$ cat src/rtl/core/ptdm_pkg.sv
// Shared types and constants for the periodic task dispatch monitor.
`default_nettype none
package ptdm_pkg;

  localparam int TIME_WIDTH_DEF = 32;
  localparam int NUM_TASKS      = 2;

  localparam logic [15:0] PERIOD0_RST = 16'd1;
  localparam logic [15:0] BUDGET0_RST = 16'd200;
  localparam logic [15:0] PERIOD1_RST = 16'd5;
  localparam logic [15:0] BUDGET1_RST = 16'd500;

  // configuration register indexes
  localparam logic [7:0] CFG_T0_PERIOD = 8'd0;
  localparam logic [7:0] CFG_T0_BUDGET = 8'd1;
  localparam logic [7:0] CFG_T1_PERIOD = 8'd2;
  localparam logic [7:0] CFG_T1_BUDGET = 8'd3;

  localparam logic KIND_DISPATCH = 1'b0;
  localparam logic KIND_DIAG     = 1'b1;

  typedef enum logic [1:0] {
    OP_TICK   = 2'd0,
    OP_REPORT = 2'd1,
    OP_QUERY  = 2'd2,
    OP_NONE   = 2'd3
  } opcode_t;

  typedef enum logic [2:0] {
    ST_IDLE,
    ST_DECODE,
    ST_PRE,
    ST_CHECK,
    ST_DIV,
    ST_EMIT,
    ST_REPORT,
    ST_QUERY
  } state_t;

  // controller -> datapath
  typedef struct packed {
    logic tsk;           // task under work
    logic load;          // capture input beat
    logic store_due1;    // remember whether task one is due
    logic div_start;     // start missed-period division
    logic div_add;       // add quotient - 1 to miss count
    logic emit_dispatch; // write dispatch result, record time
    logic emit_query;    // write diagnostics answer
    logic report;        // apply runtime report
  } dp_cmd_t;

  // datapath -> controller
  typedef struct packed {
    opcode_t opcode;
    logic    due;
    logic    miss;
    logic    div_done;
    logic    out_free;
  } dp_stat_t;

endpackage
`default_nettype wire

$ cat src/rtl/core/ptdm_datapath.sv
// Datapath: config registers, per-task state, divider and output register.
`default_nettype none
module ptdm_datapath #(
  parameter int TIME_WIDTH = ptdm_pkg::TIME_WIDTH_DEF
) (
  input  wire logic               clk,
  input  wire logic               rst,
  input  wire ptdm_pkg::dp_cmd_t  cmd,
  output ptdm_pkg::dp_stat_t      stat,
  input  wire logic               cfg_we,
  input  wire logic [7:0]         cfg_index,
  input  wire logic [31:0]        cfg_data,
  input  wire logic [1:0]         opcode,
  input  wire logic [31:0]        now_ms,
  input  wire logic [2:0]         task_sel,
  input  wire logic [31:0]        task_runtime,
  output logic                    out_valid,
  input  wire logic               out_stall,
  output logic                    kind,
  output logic                    task_id,
  output logic                    found,
  output logic [15:0]             period_out_ms,
  output logic [15:0]             budget_out_us,
  output logic [31:0]             max_runtime,
  output logic [31:0]             miss_total,
  output logic                    last
);

  localparam int CW = $clog2(TIME_WIDTH + 1);
  localparam int QW = (TIME_WIDTH > 32) ? TIME_WIDTH : 32;

  logic [15:0]           period [ptdm_pkg::NUM_TASKS];
  logic [15:0]           budget [ptdm_pkg::NUM_TASKS];
  logic [TIME_WIDTH-1:0] last_disp [ptdm_pkg::NUM_TASKS];
  logic [31:0]           peak [ptdm_pkg::NUM_TASKS];
  logic [31:0]           misses [ptdm_pkg::NUM_TASKS];

  ptdm_pkg::opcode_t     op_q;
  logic [TIME_WIDTH-1:0] now_q;
  logic [2:0]            sel_q;
  logic [31:0]           rt_q;
  logic                  due1;

  logic [TIME_WIDTH-1:0] quo;
  logic [15:0]           rem;
  logic [15:0]           dsr;
  logic [CW-1:0]         cnt;

  logic [15:0]           per_eff;
  logic [TIME_WIDTH-1:0] elapsed;
  logic [16:0]           trial;
  logic                  trial_ge;
  logic [QW-1:0]         q_ext;
  logic                  sel_ok;
  logic                  rsel;
  logic                  out_free;

  assign per_eff  = (period[cmd.tsk] == 16'd0) ? 16'd1 : period[cmd.tsk];
  assign elapsed  = now_q - last_disp[cmd.tsk];
  assign trial    = {rem, quo[TIME_WIDTH-1]};
  assign trial_ge = trial >= {1'b0, dsr};
  assign q_ext    = QW'(quo);
  assign sel_ok   = sel_q < 3'(ptdm_pkg::NUM_TASKS);
  assign rsel     = sel_q[0];
  assign out_free = !out_valid || !out_stall;

  assign stat.opcode   = op_q;
  assign stat.due      = elapsed >= TIME_WIDTH'(per_eff);
  assign stat.miss     = {1'b0, elapsed} >= (TIME_WIDTH + 1)'({per_eff, 1'b0});
  assign stat.div_done = (cnt == '0);
  assign stat.out_free = out_free;

  // input capture, divider
  always_ff @(posedge clk) begin
    if (cmd.load) begin
      op_q  <= ptdm_pkg::opcode_t'(opcode);
      now_q <= TIME_WIDTH'(now_ms);
      sel_q <= task_sel;
      rt_q  <= task_runtime;
    end
    if (cmd.store_due1) begin
      due1 <= stat.due;
    end
    if (rst) begin
      cnt <= '0;
    end else if (cmd.div_start) begin
      quo <= elapsed;
      rem <= '0;
      dsr <= per_eff;
      cnt <= CW'(TIME_WIDTH);
    end else if (cnt != '0) begin
      rem <= trial_ge ? 16'(trial - {1'b0, dsr}) : trial[15:0];
      quo <= {quo[TIME_WIDTH-2:0], trial_ge};
      cnt <= cnt - CW'(1);
    end
  end

  // config and per-task state
  always_ff @(posedge clk) begin
    if (rst) begin
      period[0] <= ptdm_pkg::PERIOD0_RST;
      budget[0] <= ptdm_pkg::BUDGET0_RST;
      period[1] <= ptdm_pkg::PERIOD1_RST;
      budget[1] <= ptdm_pkg::BUDGET1_RST;
      for (int i = 0; i < ptdm_pkg::NUM_TASKS; i++) begin
        last_disp[i] <= '0;
        peak[i]      <= '0;
        misses[i]    <= '0;
      end
    end else begin
      if (cfg_we) begin
        unique case (cfg_index)
          ptdm_pkg::CFG_T0_PERIOD: period[0] <= cfg_data[15:0];
          ptdm_pkg::CFG_T0_BUDGET: budget[0] <= cfg_data[15:0];
          ptdm_pkg::CFG_T1_PERIOD: period[1] <= cfg_data[15:0];
          ptdm_pkg::CFG_T1_BUDGET: budget[1] <= cfg_data[15:0];
          default: ;
        endcase
      end
      if (cmd.div_add) begin
        misses[cmd.tsk] <= misses[cmd.tsk] + q_ext[31:0] - 32'd1;
      end
      if (cmd.emit_dispatch) begin
        last_disp[cmd.tsk] <= now_q;
      end
      if (cmd.report && sel_ok) begin
        if (rt_q > peak[rsel]) begin
          peak[rsel] <= rt_q;
        end
        if (rt_q > {16'd0, budget[rsel]}) begin
          misses[rsel] <= misses[rsel] + 32'd1;
        end
      end
    end
  end

  // output register
  always_ff @(posedge clk) begin
    if (rst) begin
      out_valid <= 1'b0;
    end else if (cmd.emit_dispatch || cmd.emit_query) begin
      out_valid <= 1'b1;
    end else if (out_valid && !out_stall) begin
      out_valid <= 1'b0;
    end
    if (cmd.emit_dispatch) begin
      kind          <= ptdm_pkg::KIND_DISPATCH;
      task_id       <= cmd.tsk;
      found         <= 1'b0;
      period_out_ms <= '0;
      budget_out_us <= '0;
      max_runtime   <= '0;
      miss_total    <= '0;
      last          <= cmd.tsk || !due1;
    end else if (cmd.emit_query) begin
      kind          <= ptdm_pkg::KIND_DIAG;
      task_id       <= sel_ok ? rsel : 1'b0;
      found         <= sel_ok;
      period_out_ms <= sel_ok ? period[rsel] : '0;
      budget_out_us <= sel_ok ? budget[rsel] : '0;
      max_runtime   <= sel_ok ? peak[rsel] : '0;
      miss_total    <= sel_ok ? misses[rsel] : '0;
      last          <= 1'b1;
    end
  end

`ifndef SYNTHESIS
  a_emit_slot_free: assert property (@(posedge clk) disable iff (rst)
    (cmd.emit_dispatch || cmd.emit_query) |-> (!out_valid || !out_stall))
    else $error("result written while output register still holds a beat");
  a_div_load: assert property (@(posedge clk) disable iff (rst)
    cmd.div_start |=> (cnt == CW'(TIME_WIDTH)))
    else $error("divider did not load its step count");
  a_one_emit: assert property (@(posedge clk) disable iff (rst)
    !(cmd.emit_dispatch && cmd.emit_query))
    else $error("dispatch and diagnostics written together");
`endif

endmodule
`default_nettype wire

$ cat src/rtl/core/ptdm_ctrl.sv
// Controller state machine sequencing ticks, reports and queries.
`default_nettype none
module ptdm_ctrl (
  input  wire logic               clk,
  input  wire logic               rst,
  input  wire logic               in_valid,
  output logic                    in_stall,
  input  wire ptdm_pkg::dp_stat_t stat,
  output ptdm_pkg::dp_cmd_t       cmd
);

  ptdm_pkg::state_t state, state_next;
  logic             cur_task, cur_task_next;

  always_ff @(posedge clk) begin
    if (rst) begin
      state    <= ptdm_pkg::ST_IDLE;
      cur_task <= 1'b0;
    end else begin
      state    <= state_next;
      cur_task <= cur_task_next;
    end
  end

  always_comb begin
    state_next    = state;
    cur_task_next = cur_task;
    cmd           = '0;
    cmd.tsk       = cur_task;
    in_stall      = 1'b1;
    unique case (state)
      ptdm_pkg::ST_IDLE: begin
        in_stall = 1'b0;
        if (in_valid) begin
          cmd.load   = 1'b1;
          state_next = ptdm_pkg::ST_DECODE;
        end
      end
      ptdm_pkg::ST_DECODE: begin
        unique case (stat.opcode)
          ptdm_pkg::OP_TICK: begin
            cur_task_next = 1'b1;
            state_next    = ptdm_pkg::ST_PRE;
          end
          ptdm_pkg::OP_REPORT: state_next = ptdm_pkg::ST_REPORT;
          ptdm_pkg::OP_QUERY:  state_next = ptdm_pkg::ST_QUERY;
          default:             state_next = ptdm_pkg::ST_IDLE;
        endcase
      end
      ptdm_pkg::ST_PRE: begin
        // look ahead at task one so task zero's dispatch knows its last flag
        cmd.store_due1 = 1'b1;
        cur_task_next  = 1'b0;
        state_next     = ptdm_pkg::ST_CHECK;
      end
      ptdm_pkg::ST_CHECK: begin
        priority if (!stat.due) begin
          if (cur_task) begin
            state_next = ptdm_pkg::ST_IDLE;
          end else begin
            cur_task_next = 1'b1;
          end
        end else if (stat.miss) begin
          cmd.div_start = 1'b1;
          state_next    = ptdm_pkg::ST_DIV;
        end else begin
          state_next = ptdm_pkg::ST_EMIT;
        end
      end
      ptdm_pkg::ST_DIV: begin
        if (stat.div_done) begin
          cmd.div_add = 1'b1;
          state_next  = ptdm_pkg::ST_EMIT;
        end
      end
      ptdm_pkg::ST_EMIT: begin
        if (stat.out_free) begin
          cmd.emit_dispatch = 1'b1;
          if (cur_task) begin
            state_next = ptdm_pkg::ST_IDLE;
          end else begin
            cur_task_next = 1'b1;
            state_next    = ptdm_pkg::ST_CHECK;
          end
        end
      end
      ptdm_pkg::ST_REPORT: begin
        cmd.report = 1'b1;
        state_next = ptdm_pkg::ST_IDLE;
      end
      ptdm_pkg::ST_QUERY: begin
        if (stat.out_free) begin
          cmd.emit_query = 1'b1;
          state_next     = ptdm_pkg::ST_IDLE;
        end
      end
      default: state_next = ptdm_pkg::ST_IDLE;
    endcase
  end

`ifndef SYNTHESIS
  a_accept_decode: assert property (@(posedge clk) disable iff (rst)
    (in_valid && !in_stall) |=> (state == ptdm_pkg::ST_DECODE))
    else $error("accepted beat not followed by decode");
  a_div_enter: assert property (@(posedge clk) disable iff (rst)
    cmd.div_start |=> (state == ptdm_pkg::ST_DIV && $stable(cur_task)))
    else $error("division started without entering divide state");
  a_task1_last: assert property (@(posedge clk) disable iff (rst)
    (cmd.emit_dispatch && cur_task) |=> (state == ptdm_pkg::ST_IDLE))
    else $error("tick continued past task one");
`endif

endmodule
`default_nettype wire

$ cat src/rtl/core/periodic_task_dispatch_monitor.sv
// Sequence: an accepted beat goes to DECODE; a query is answered from QUERY into the output
// register, a report is applied in REPORT, an unused opcode returns to IDLE. A tick runs PRE,
// then CHECK per task, DIV for a missed period and EMIT per dispatch. A held result beat adds
// its stall time. One item at a time; the slowest case is a tick with both tasks late, set by
// the one-bit-per-cycle restoring divider.
// Reset (rst, synchronous): config to defaults, per-task state zero, output empty, idle.
`default_nettype none
module periodic_task_dispatch_monitor #(
  parameter int TIME_WIDTH = ptdm_pkg::TIME_WIDTH_DEF
) (
  input  wire logic        clk,
  input  wire logic        rst,
  // input channel
  input  wire logic        in_valid,
  output logic             in_stall,
  input  wire logic [1:0]  opcode,
  input  wire logic [31:0] now_ms,
  input  wire logic [2:0]  task_sel,
  input  wire logic [31:0] task_runtime,
  // result channel
  output logic             out_valid,
  input  wire logic        out_stall,
  output logic             kind,
  output logic             task_id,
  output logic             found,
  output logic [15:0]      period_out_ms,
  output logic [15:0]      budget_out_us,
  output logic [31:0]      max_runtime,
  output logic [31:0]      miss_total,
  output logic             last,
  // config write channel
  input  wire logic        cfg_valid,
  output logic             cfg_ready,
  input  wire logic [7:0]  cfg_index,
  input  wire logic [31:0] cfg_data
);

  ptdm_pkg::dp_cmd_t  cmd;
  ptdm_pkg::dp_stat_t stat;

  // config beats are taken at any time; writes land in the datapath registers
  assign cfg_ready = 1'b1;

  // sequencer: one input beat in flight, steps the two tasks in order
  ptdm_ctrl u_ctrl (
    .clk      (clk),
    .rst      (rst),
    .in_valid (in_valid),
    .in_stall (in_stall),
    .stat     (stat),
    .cmd      (cmd)
  );

  // elapsed-time compare, divider, per-task counters and the output register
  ptdm_datapath #(
    .TIME_WIDTH (TIME_WIDTH)
  ) u_dp (
    .clk           (clk),
    .rst           (rst),
    .cmd           (cmd),
    .stat          (stat),
    .cfg_we        (cfg_valid && cfg_ready),
    .cfg_index     (cfg_index),
    .cfg_data      (cfg_data),
    .opcode        (opcode),
    .now_ms        (now_ms),
    .task_sel      (task_sel),
    .task_runtime  (task_runtime),
    .out_valid     (out_valid),
    .out_stall     (out_stall),
    .kind          (kind),
    .task_id       (task_id),
    .found         (found),
    .period_out_ms (period_out_ms),
    .budget_out_us (budget_out_us),
    .max_runtime   (max_runtime),
    .miss_total    (miss_total),
    .last          (last)
  );

endmodule
`default_nettype wire
$ cat config.mk
export PLATFORM = sky130hd
export DESIGN_NAME = periodic_task_dispatch_monitor
export DESIGN_NICKNAME = d
export VERILOG_FILES = /design/src/rtl/core/ptdm_pkg.sv /design/src/rtl/core/ptdm_datapath.sv /design/src/rtl/core/ptdm_ctrl.sv /design/src/rtl/core/periodic_task_dispatch_monitor.sv
export SDC_FILE = /design/constraint.sdc
export NUM_CORES = 1
export LEC_CHECK = 0
export BUFFER_PORTS_ARGS = -buffer_cell sky130_fd_sc_hd__buf_2
export CAP_MARGIN = 20
export CORE_MARGIN = 4
export CORE_UTILIZATION = 60
export DETAILED_ROUTE_END_ITERATION = 6
export HOLD_SLACK_MARGIN = 0.03
export PLACE_DENSITY_LB_ADDON = 0.3
export SETUP_SLACK_MARGIN = 0.02
export SYNTH_ARGS = -nofsm -noshare
export SYNTH_HDL_FRONTEND = slang
export SYNTH_SLANG_ARGS = --single-unit
$ cat constraint.sdc
create_clock -name clk -period 13.5 [get_ports clk]
set_input_delay 0 -clock clk [delete_from_list [all_inputs] [get_ports clk]]
set_output_delay 0 -clock clk [all_outputs]
set_load 0.05 [all_outputs]
# ---- Word-level counts from Yosys, hierarchy flattened
# Memories as Yosys holds them, arrays and structs flattened. A register that Yosys moved wholly into a read port is not among the register bits.
# Cells that the tools add are included.
dict set report totals {
  register_bits 245
  latch_bits 0
  ramBits 256
  romBits 0
  out_inout_bits 103
  elab_cells 192
  memories 5
}
# memory words width read_ports rd_ports_with_merged_regs wr line_no
set memory_table {}
lappend memory_table {u_dp.last_disp 2 32 1 1 2 ptdm_datapath.sv:34} ;# logic [TIME_WIDTH-1:0] last_disp [ptdm_pkg::NUM_TASKS];
lappend memory_table {u_dp.misses 2 32 2 2 2 ptdm_datapath.sv:36} ;# logic [31:0] misses [ptdm_pkg::NUM_TASKS];
lappend memory_table {u_dp.peak 2 32 1 1 2 ptdm_datapath.sv:35} ;# logic [31:0] peak [ptdm_pkg::NUM_TASKS];
lappend memory_table {u_dp.budget 2 16 1 1 2 ptdm_datapath.sv:33} ;# logic [15:0] budget [ptdm_pkg::NUM_TASKS];
lappend memory_table {u_dp.period 2 16 2 2 2 ptdm_datapath.sv:32} ;# logic [15:0] period [ptdm_pkg::NUM_TASKS];
dict set report classes {
  add_sub_neg 6
  n_mul 0
  div 0
  n_lt_le_gt_ge 6
  eq_ne 19
  shifts 0
  n_mux 103
  bitwise_logic 5
  reduce_logical 27
}
# cell n
set ops {}
lappend ops {{$mux W32} 8}
lappend ops {{$mux W16} 9}
lappend ops {{$reduce_or A32 Y1} 4}
lappend ops {{$mux W1} 74}
lappend ops {{$add A32 B1 Y32 const B} 1}
lappend ops {{$add A32 B32 Y32} 1}
lappend ops {{$ge A32 B16 Y1} 1}
lappend ops {{$ge A32 B17 Y1} 1}
lappend ops {{$gt A32 B16 Y1} 1}
lappend ops {{$gt A32 B32 Y1} 1}
lappend ops {{$sub A32 B1 Y32 const B} 1}
lappend ops {{$sub A32 B32 Y32} 1}
lappend ops {{$pmux W3 S8} 1}
lappend ops {{$mux W3} 6}
lappend ops {{$ge A17 B16 Y1} 1}
lappend ops {{$eq A8 B2 Y1 const B} 2}
lappend ops {{$logic_not A16 Y1} 1}
lappend ops {{$sub A16 B16 Y16} 1}
lappend ops {{$eq A3 B3 Y1 const B} 4}
lappend ops {{$mux W6} 2}
lappend ops {{$pmux W3 S3} 1}
lappend ops {{$eq A8 B1 Y1 const B} 1}
lappend ops {{$logic_not A8 Y1} 1}
lappend ops {{$eq A3 B2 Y1 const B} 2}
lappend ops {{other kinds (25)} 40}

# ---- Depth between registers and ports, before layout
# Gate-level depths: netlist of the first run.
dict set report logic_depth {
  depth_word 9
  depth_mapped 25
}

# ---- Hierarchy
# A second synthesis of the first run with hierarchy kept.
dict set report hier_totals {
  cells_unflattened 2474
  hier_area_um2 27014.7
}
# module n_inst cells_per_inst area_each_um2 seq_area_each_um2
set by_module_without_submodules {}
lappend by_module_without_submodules {ptdm_datapath 1 2415 26558.0 13893.3}
lappend by_module_without_submodules {ptdm_ctrl 1 57 445.4 80.1}
lappend by_module_without_submodules {periodic_task_dispatch_monitor 1 2 11.3 0.0}

# ---- Worst setup path after synthesis of the first run
# Ideal clock, no wire load.
dict set report synth_timing {
  kind {register to register}
  start {reg (tool-made name)}
  end {reg u_dp.quo[0] (netlist: u_dp.q_ext[0]), enable pin}
  setup_ns 0.470
  t_arrival_ns 6.788
  slack_ns 6.242
  path_stages_with_launch 21
  n_path_buf 3
  path_cell_list {dfxtp_1 > clkbuf_1 > buf_1 > clkbuf_1 > mux2i_1 > fa_1 > a211oi_2 > o21bai_2 > o21ai_0 > o21bai_1 > a21oi_1 > xnor2_1 > ha_1 > and3_1 > and3_1 > o211ai_1 > nand4_1 > a311o_1 > and2_1 > o21ai_2 > a21oi_1}
}
# item line_no
set synth_rtl {}
lappend synth_rtl {{end signal, assigned} ptdm_datapath.sv:87} ;# quo <= elapsed;
lappend synth_rtl {{end signal, assigned} ptdm_datapath.sv:93} ;# quo <= {quo[TIME_WIDTH-2:0], trial_ge};
lappend synth_rtl {{end, declared} ptdm_datapath.sv:44} ;# logic [TIME_WIDTH-1:0] quo;

==> results of run 1 <==
==> critical path, stage by stage (launching register included) <==
cell      delay, ns
dfxtp_4        0.93
mux2_2         0.30
ha_1           0.16
inv_1          0.06
fa_1           0.43
a211oi_2       0.28
o21bai_2       0.15
o21ai_0        0.37
o21bai_1       0.11
a21oi_1        0.21
xnor2_1        0.31
ha_1           0.36
nor2b_1        0.14
o21ai_0        0.15
a21oi_1        0.10
nor3_1         0.18
nor2_1         0.07
or3_1          0.35
maj3_1         0.39
and2_1         0.21
o21ai_2        0.44
a21oi_4        0.24
buf_4          0.35
==> synth_stat cells (10+ instances only) <==
master / n
xnor2_1: 56
nand3_1: 26
and3_1: 33
a21o_1: 41
o21ai_0: 155
xor2_1: 41
nor2_1: 160
a21oi_1: 119
mux2_4: 28
inv_1: 158
or3_1: 10
and2_1: 150
edfxtp_1: 392
clkbuf_1: 71
nor2b_1: 32
ha_1: 192
nand4_1: 29
o21ai_1: 10
nand2_1: 184
nor3_1: 45
nor4_1: 15
mux2i_1: 177
nand2b_1: 26
o21a_1: 13
dfxtp_1: 111
==> layer usage <==
layer	vias up	wire length [um]
li1	9358	-
met1	9416	28000
met2	631	31700
met3	148	3720
met4	0	2420
met5	-	0
==> final cells by class <==
class                      count  area share, %
antenna                        1        0.00798
clock buffer                  76           4.76
clock inverter                22          0.878
inverter                     158           1.89
multi-input combinational   1692           38.8
sequential                   503           44.7
tap                          592           2.36
timing repair buffer         312           6.64
==> stage by stage <==
stage,worst slack (ns),hold WS (ns),instances
after floorplan,6.24,0.0989,2447
after global placement,7.11,0.176,3163
after detailed placement,6.95,0.178,3164
after CTS,6.92,0.0459,3354
after global routing,6.52,0.0732,3356
final,6.87,0.0840,3356
==> path summary, 6_finish.rpt <==
check                           slack (ns)  cells past startpoint                        to
worst max register to register        6.87                     22  u_dp.q_ext[30]$_DFFE_PP_
worst max-delay path                  6.87                     22  u_dp.q_ext[30]$_DFFE_PP_
worst min-delay path                  0.08                      2   u_dp.rt_q[24]$_DFFE_PP_
worst min register to register        0.45                      2    u_dp.kind$_SDFFE_PP0P_
==> where the power goes <==
| group | switching (mW) | internal, mW |
|---|---|---|
| clock network | 0.609 | 0.850 |
| registers | 0.220 | 1.98 |
| logic | 2.03 | 1.34 |
| total | 2.86 | 4.16 |
==> cell families after synthesis <==
group	synth area share, %
XOR/XNOR	3.14
AND/OR/NAND/NOR	13.8
flip-flops	51.7
other	0.0139
buffers and inverters	3.65
multiplexers	8.44
adder cells (fa/ha/maj)	9.14
AO/OA/AOI/OAI	10.0
==> cells in the final DEF, fill, tap and decap left out, drive strengths merged, types with 26 or more instances in the layout <==
cell type	instances
mux2i	177
clkbuf	76
buf	220
dfxtp	111
edfxtp	392
nand2b	26
nand4	29
nand3	27
and2	150
xnor2	56
dlygate4sd3	92
mux2	36
ha	192
o21ai	169
xor2	41
and3	33
a21o	41
nor3	46
nand2	184
a21oi	120
inv	158
nor2	160
nor2b	32
==> run summary, run 1 <==
The portion of the post-synthesis area used by sequential elements came out at 51.7%. Once the clock tree was built, the setup fixing pass inserted 0 buffers. The logs give 0 for the Yosys warning count and 0 ns for the setup TNS after final layout. The die area was 48500 um2. The worst setup path is launched from a flop. The cell area that synthesis handed to floorplanning was 27000 um2. In the finished design, the share of the clock period the worst path needs comes to 49.1%. The count of buffers added on input and output ports is 199. The final route contains 19.6k vias. The number of global-route vias before repair is 19.6k, and the post-route cell area is 31300 um2.

The maximum operating frequency is 0.151 GHz, and the violation count after the first detailed-routing iteration is 1505. The logs give 0 for the number of cells upsized or downsized after cts and 13.81 ns for the worst endpoint required time. In this run the vertical extent of the chip is 220 um. After detailed routing, the average wire length per cell comes to 19.6 um. Total power density per cell area: 224 nW/um2. Buffers inserted during clock tree synthesis total 52. For the worst setup path, the data arrival time is 6.94 ns. For the wire length reported by the detailed router, the log shows 65.9 mm. The cell area reported after detailed placement is 28600 um2, and the via density per instance is 5.83. The tools report the final count of negative-setup-slack endpoints as 0.

The detailed-route DRC error count is 0. The per-instance average area after synthesis is 11.1 um2, and the final-layout fill cell count is 3173. The met3 layer usage reported by global route was 3.54%.

For this run, the detailed router's first-pass iteration total came to 5. The floorplan step set the die width to 220 um. Library cell occupying the most area in the post-synthesis netlist: edfxtp_1. Subtracting the final worst setup slack from the clock period gives 6.63 ns.

The tools report the placed wire-length estimate after detailed placement as 45.6 mm. Registers take 14000 um2. The run gives 503 as the count of clock tree sinks. Across the run, the number of max-cap violations was 0.

Overall power consumption after layout is estimated at 7.02 mW. The total global routing overflow was 0. VDD sags by at most 140 uV. The number of nets handed over by synthesis was 2756. The leakage power figure is 13.0 nW.

The kind of end point of the critical path was a flop. The share of cells above drive strength 1 is 13.6%. In the post-synthesis netlist, the biggest area contributors are edfxtp_1 (44%), ha_1 (8.9%), dfxtp_1 (8.2%). After synthesis, the share of flip-flops with an asynchronous set or reset is 0%.

The largest registers in the layout are u_dp.last_disp x64, u_dp.misses x64, u_dp.peak x64. The run gives 44400 um2 as the core footprint. Clock latency on the worst-skew pair, taken at its later pin, is 0.62 ns. The critical path in this run is classified as flop to flop. First-pass GRT wire length: 104 mm. The post-synthesis sequential element count was 503; the number of distinct standard cells referenced by the synthesized netlist was 83.

The path class of the tightest hold or removal check is input port to flop. Entering global routing, the biggest net connects 92 pins. For this run, global-route usage on met1 was measured as 36.1%. Utilization of the core after routing: 70.6%. For this configuration, the core starts out at a cell density of 60.9%. The global-route usage over all layers was 27.1%. The logs give 3028 for the net count of the finished layout and 3 for the largest buffer count on any clock path.

For the global-route track usage on met2, the log shows 45.5%. The prevailing post-synth register cell is edfxtp_1. Compared with the post-synthesis result, the final layout area differs by 15.9%. The initial antenna violation count is 1. Buffers inserted to repair hold after CTS numbered 92.

The highest fanout seen on the critical path was 47. The clock tree root driver cell is clkbuf_16. The global routing stage identified its most utilized layer as met2. Once detail routing completed, the nets flagged for antenna violations numbered 0. The area fraction of the dominant cell type after synthesis works out to 43.5%. Clock-pin slew was measured on the worst setup and hold paths at 0.06 ns. The number of instances in the synthesized netlist came out at 2447. TritonCTS built the clock tree. After floorplanning, the core was divided into 77 placement rows. At the pin with the least slew margin, the transition time is 1.09 ns. The H-tree was split into 2 levels. The run gives 0.0194 ns as the setup clock skew after layout.

The number of hold-slack violations in the final timing report was 0. For the final max-slew violation count, the log shows 0. The startpoint identified for the worst hold timing path is task_runtime[24]. Counting flops with a built-in enable in the synthesized netlist gives 392. Setup repair after global routing left no endpoint under its margin.

The area of combinational cells with multiple inputs is 12200 um2. The flow ran to the end, and the final reports show no timing, DRC or antenna violations. The tools report the top-level I/O count as 217.

The congestion estimate from routability-driven global placement came to 0.935. Measured against its own limit, the worst slew margin works out to 27.4%.
Power figures use the tool's default switching activity.
==> run 2: changes to the inputs <==
==> constraint.sdc (replaced) <==
create_clock -name clk -period 6.74 [get_ports clk]
set_input_delay 0 -clock clk [delete_from_list [all_inputs] [get_ports clk]]
set_output_delay 0 -clock clk [all_outputs]
set_load 0.05 [all_outputs]
==> run 2 against run 1 <==
  * Global-route usage down 0.43 points
  * Clock-buffer cell count up 5
  * Non-clock buffer count up 11
  * Critical path depth down 1
  * Register-to-register slack worse by 6.0 ns
  * Largest power group unchanged
==> run summary, run 2 (synthesis gave the netlist of run 1 again) <==
The count of clock tree sinks is 503, and the period utilization is 87.6%. The share of total power dissipated in the clock network is 19.9%. The library cell used most frequently in the layout, excluding fill and tap cells, is edfxtp_1. The net count of the finished layout came out at 3038. For this run, design rule violations remaining after detail routing come to 0. After detailed routing, the met2 layer carries 31.1 mm of wire. The logs give 3146 for the final-layout fill cell count and 96 for the largest net degree at the start of global routing.

TritonCTS built the clock tree. The actual slew at the worst max-slew pin was 1.02 ns. The first routing iteration left 1610 violations. On the final layout, the worst clock skew is 0.0264 ns.

Headroom to the max-slew limit came out at 31.8%. The run gives 31.5% as the register share of total power. The largest buffer count on any clock path was 3; the overall via count from detail_route was 19.6k. First-pass iteration count of the detailed router: 5. For the core footprint, the log shows 44400 um2. Setup repair after global routing left no endpoint under its margin. The clock period could shrink to 5.90 ns. Per report_power, the combinational group accounts for 48.6% of the total. In the final layout, the share of cells above drive strength 1 is 13.6%. For this design the total switching power over the nets is 5.66 mW. The tools report the sum of met3 wire segment lengths after detailed routing as 4.43 mm. The final max-slew violation count was 0; the number of CTS-inserted buffers was 51.

From bottom edge to top edge, the die measures 220 um. Clock latency on the worst-skew pair, taken at its later pin, is 0.62 ns. The launch point of the worst hold path is task_runtime[31].

For the placed wire-length estimate after detailed placement, the log shows 45.8 mm. The total global routing overflow came out at 0. The global-route usage over all layers is 26.6%, and the die boundary width is 220 um.

The number of hold-slack violations in the final timing report came out at 0. The library cells used most frequently in the layout, excluding fill and tap cells, are edfxtp_1 (392), buf_2 (199), ha_1 (192). The largest registers in the layout are u_dp.last_disp x64, u_dp.misses x64, u_dp.peak x64. The routed design has 65.1 mm of wire. IR analysis of the VDD net gives a maximum drop of 272 uV. Compared with the post-synthesis result, the final layout area differs by 15.7%. The top-level I/O count is 217, and the count of port buffers added during placement is 199. The run gives 70.5% as the utilization of the core after routing. The tools report the initial antenna violation count as 1. The run gives 13.0 nW as the leakage power figure.

The run gives 6.46 ns as the worst endpoint data arrival time. In this run the remaining antenna-violating nets after routing total 0. The initialized floorplan defines 77 standard-cell rows. The smallest setup slack after layout came out at 0.836 ns. The tools report the routed metal-1 wirelength as 27.6 mm. The critical path is of the flop to flop type. The post-CTS setup repair buffer count is 0, and the total power density per cell area is 444 nW/um2. Die area: 48500 um2.

The run finished with clean final reports. In the final routed layout, each cell accounts on average for 19.3 um. The run gives 19.4k as the number of global-route vias before repair. Using the TritonRoute via totals, the vias-per-cell ratio works out to 5.83.

The first global-routing pass estimated 103 mm of wire. Timing would allow up to 0.169 GHz. Routability-driven placement finished with a final weighted congestion of 0.911.

Clock-pin slew was measured on the worst setup and hold paths at 0.06 ns. CTS placed an instance of clkbuf_16 at the clock tree root. The internal power was 8.22 mW. The worst slack at placement was 0.968 ns. The tools report the kind of end point of the critical path as a flop. Final hold analysis gives a worst-case slack of 0.0847 ns. After routing, the total negative slack on setup checks comes to 0 ns. The H-tree was split into 2 levels. Setup violations remaining at the end of the flow were counted as 0.

The highest layer touched by signal routing is met4. Of all nets on the critical path, the largest fanout is 31. Across the run, the number of max-cap violations was 0.

The path class of the tightest hold or removal check is input port to flop. Worst endpoint required time: 7.30 ns. The tools report the startpoint type of the worst setup path as a flop.

The switching portion of total power works out to 40.8%. For this configuration, the core starts out at a cell density of 60.9%.
run 2: final cells by class:
class	instances	area (um2)	share of cell area [%]
Multi-Input combinational cell	1692	12100	38.8
Antenna cell	1	2.50	0.00800
Clock buffer	81	1480	4.73
Inverter	158	593	1.90
Clock inverter	15	160	0.512
Tap cell	592	741	2.37
Sequential cell	503	14000	44.7
Timing Repair Buffer	323	2160	6.92
run 2: what timing repair did:
item                      4_1_cts  5_1_grt
gates resized for setup         0        0
hold buffers                   92        0
hold endpoints to repair      188        0
run 2: final timing paths:
check                                    endpoint  slack (ns)  cells past startpoint
hold / removal            u_dp.rt_q[31]$_DFFE_PP_        0.08                      2
hold reg to reg   u_dp.miss_total[6]$_SDFFE_PP0P_        0.45                      2
setup reg to reg     u_ctrl.state[0]$_SDFFE_PP0P_        0.84                     21
setup / recovery     u_ctrl.state[0]$_SDFFE_PP0P_        0.84                     21
run 2: critical path, stage by stage, from the launching register on:
cell and delay (ns):
dfxtp_4 0.35, buf_4 0.44, mux2i_1 0.24, fa_1 0.50, a211oi_2 0.27, o21bai_2 0.15
o21ai_0 0.35, o21bai_1 0.11, a21oi_1 0.18, xnor2_1 0.21, ha_1 0.31, nor2b_1 0.13
o21ai_0 0.16, a21oi_1 0.09, nor3_1 0.15, nor2_1 0.07, or3_1 0.35, maj3_1 0.35
and2_1 0.20, or3_1 0.39, a311oi_1 0.26, dlygate4sd3_1 0.58
run 2: per-stage QoR:
stage                     cell area, um2  cells  power, mW
after floorplan                    27000   2447       9.38
after global placement             28700   3175       10.7
after detailed placement           28700   3175       11.0
after CTS                          31300   3363       13.8
after global routing               31300   3365       14.8
final                              31300   3365       13.9
run 2: power by group through the flow:
| stage | Combinational, mW | Sequential, mW | Clock (mW) |
|---|---|---|---|
| after floorplan | 4.84 | 4.54 | 0 |
| after global placement | 6.34 | 4.40 | 0 |
| after detailed placement | 6.56 | 4.42 | 0 |
| after CTS | 6.67 | 4.37 | 2.80 |
| after global routing | 7.43 | 4.43 | 2.94 |
| final | 6.75 | 4.37 | 2.76 |
run 2: per-layer routing:
metal,vias to the layer above,global-route usage [%]
met5,-,0
met4,0,8.39
met3,128,3.95
met2,678,44.3
met1,9435,36.4
li1,9381,-
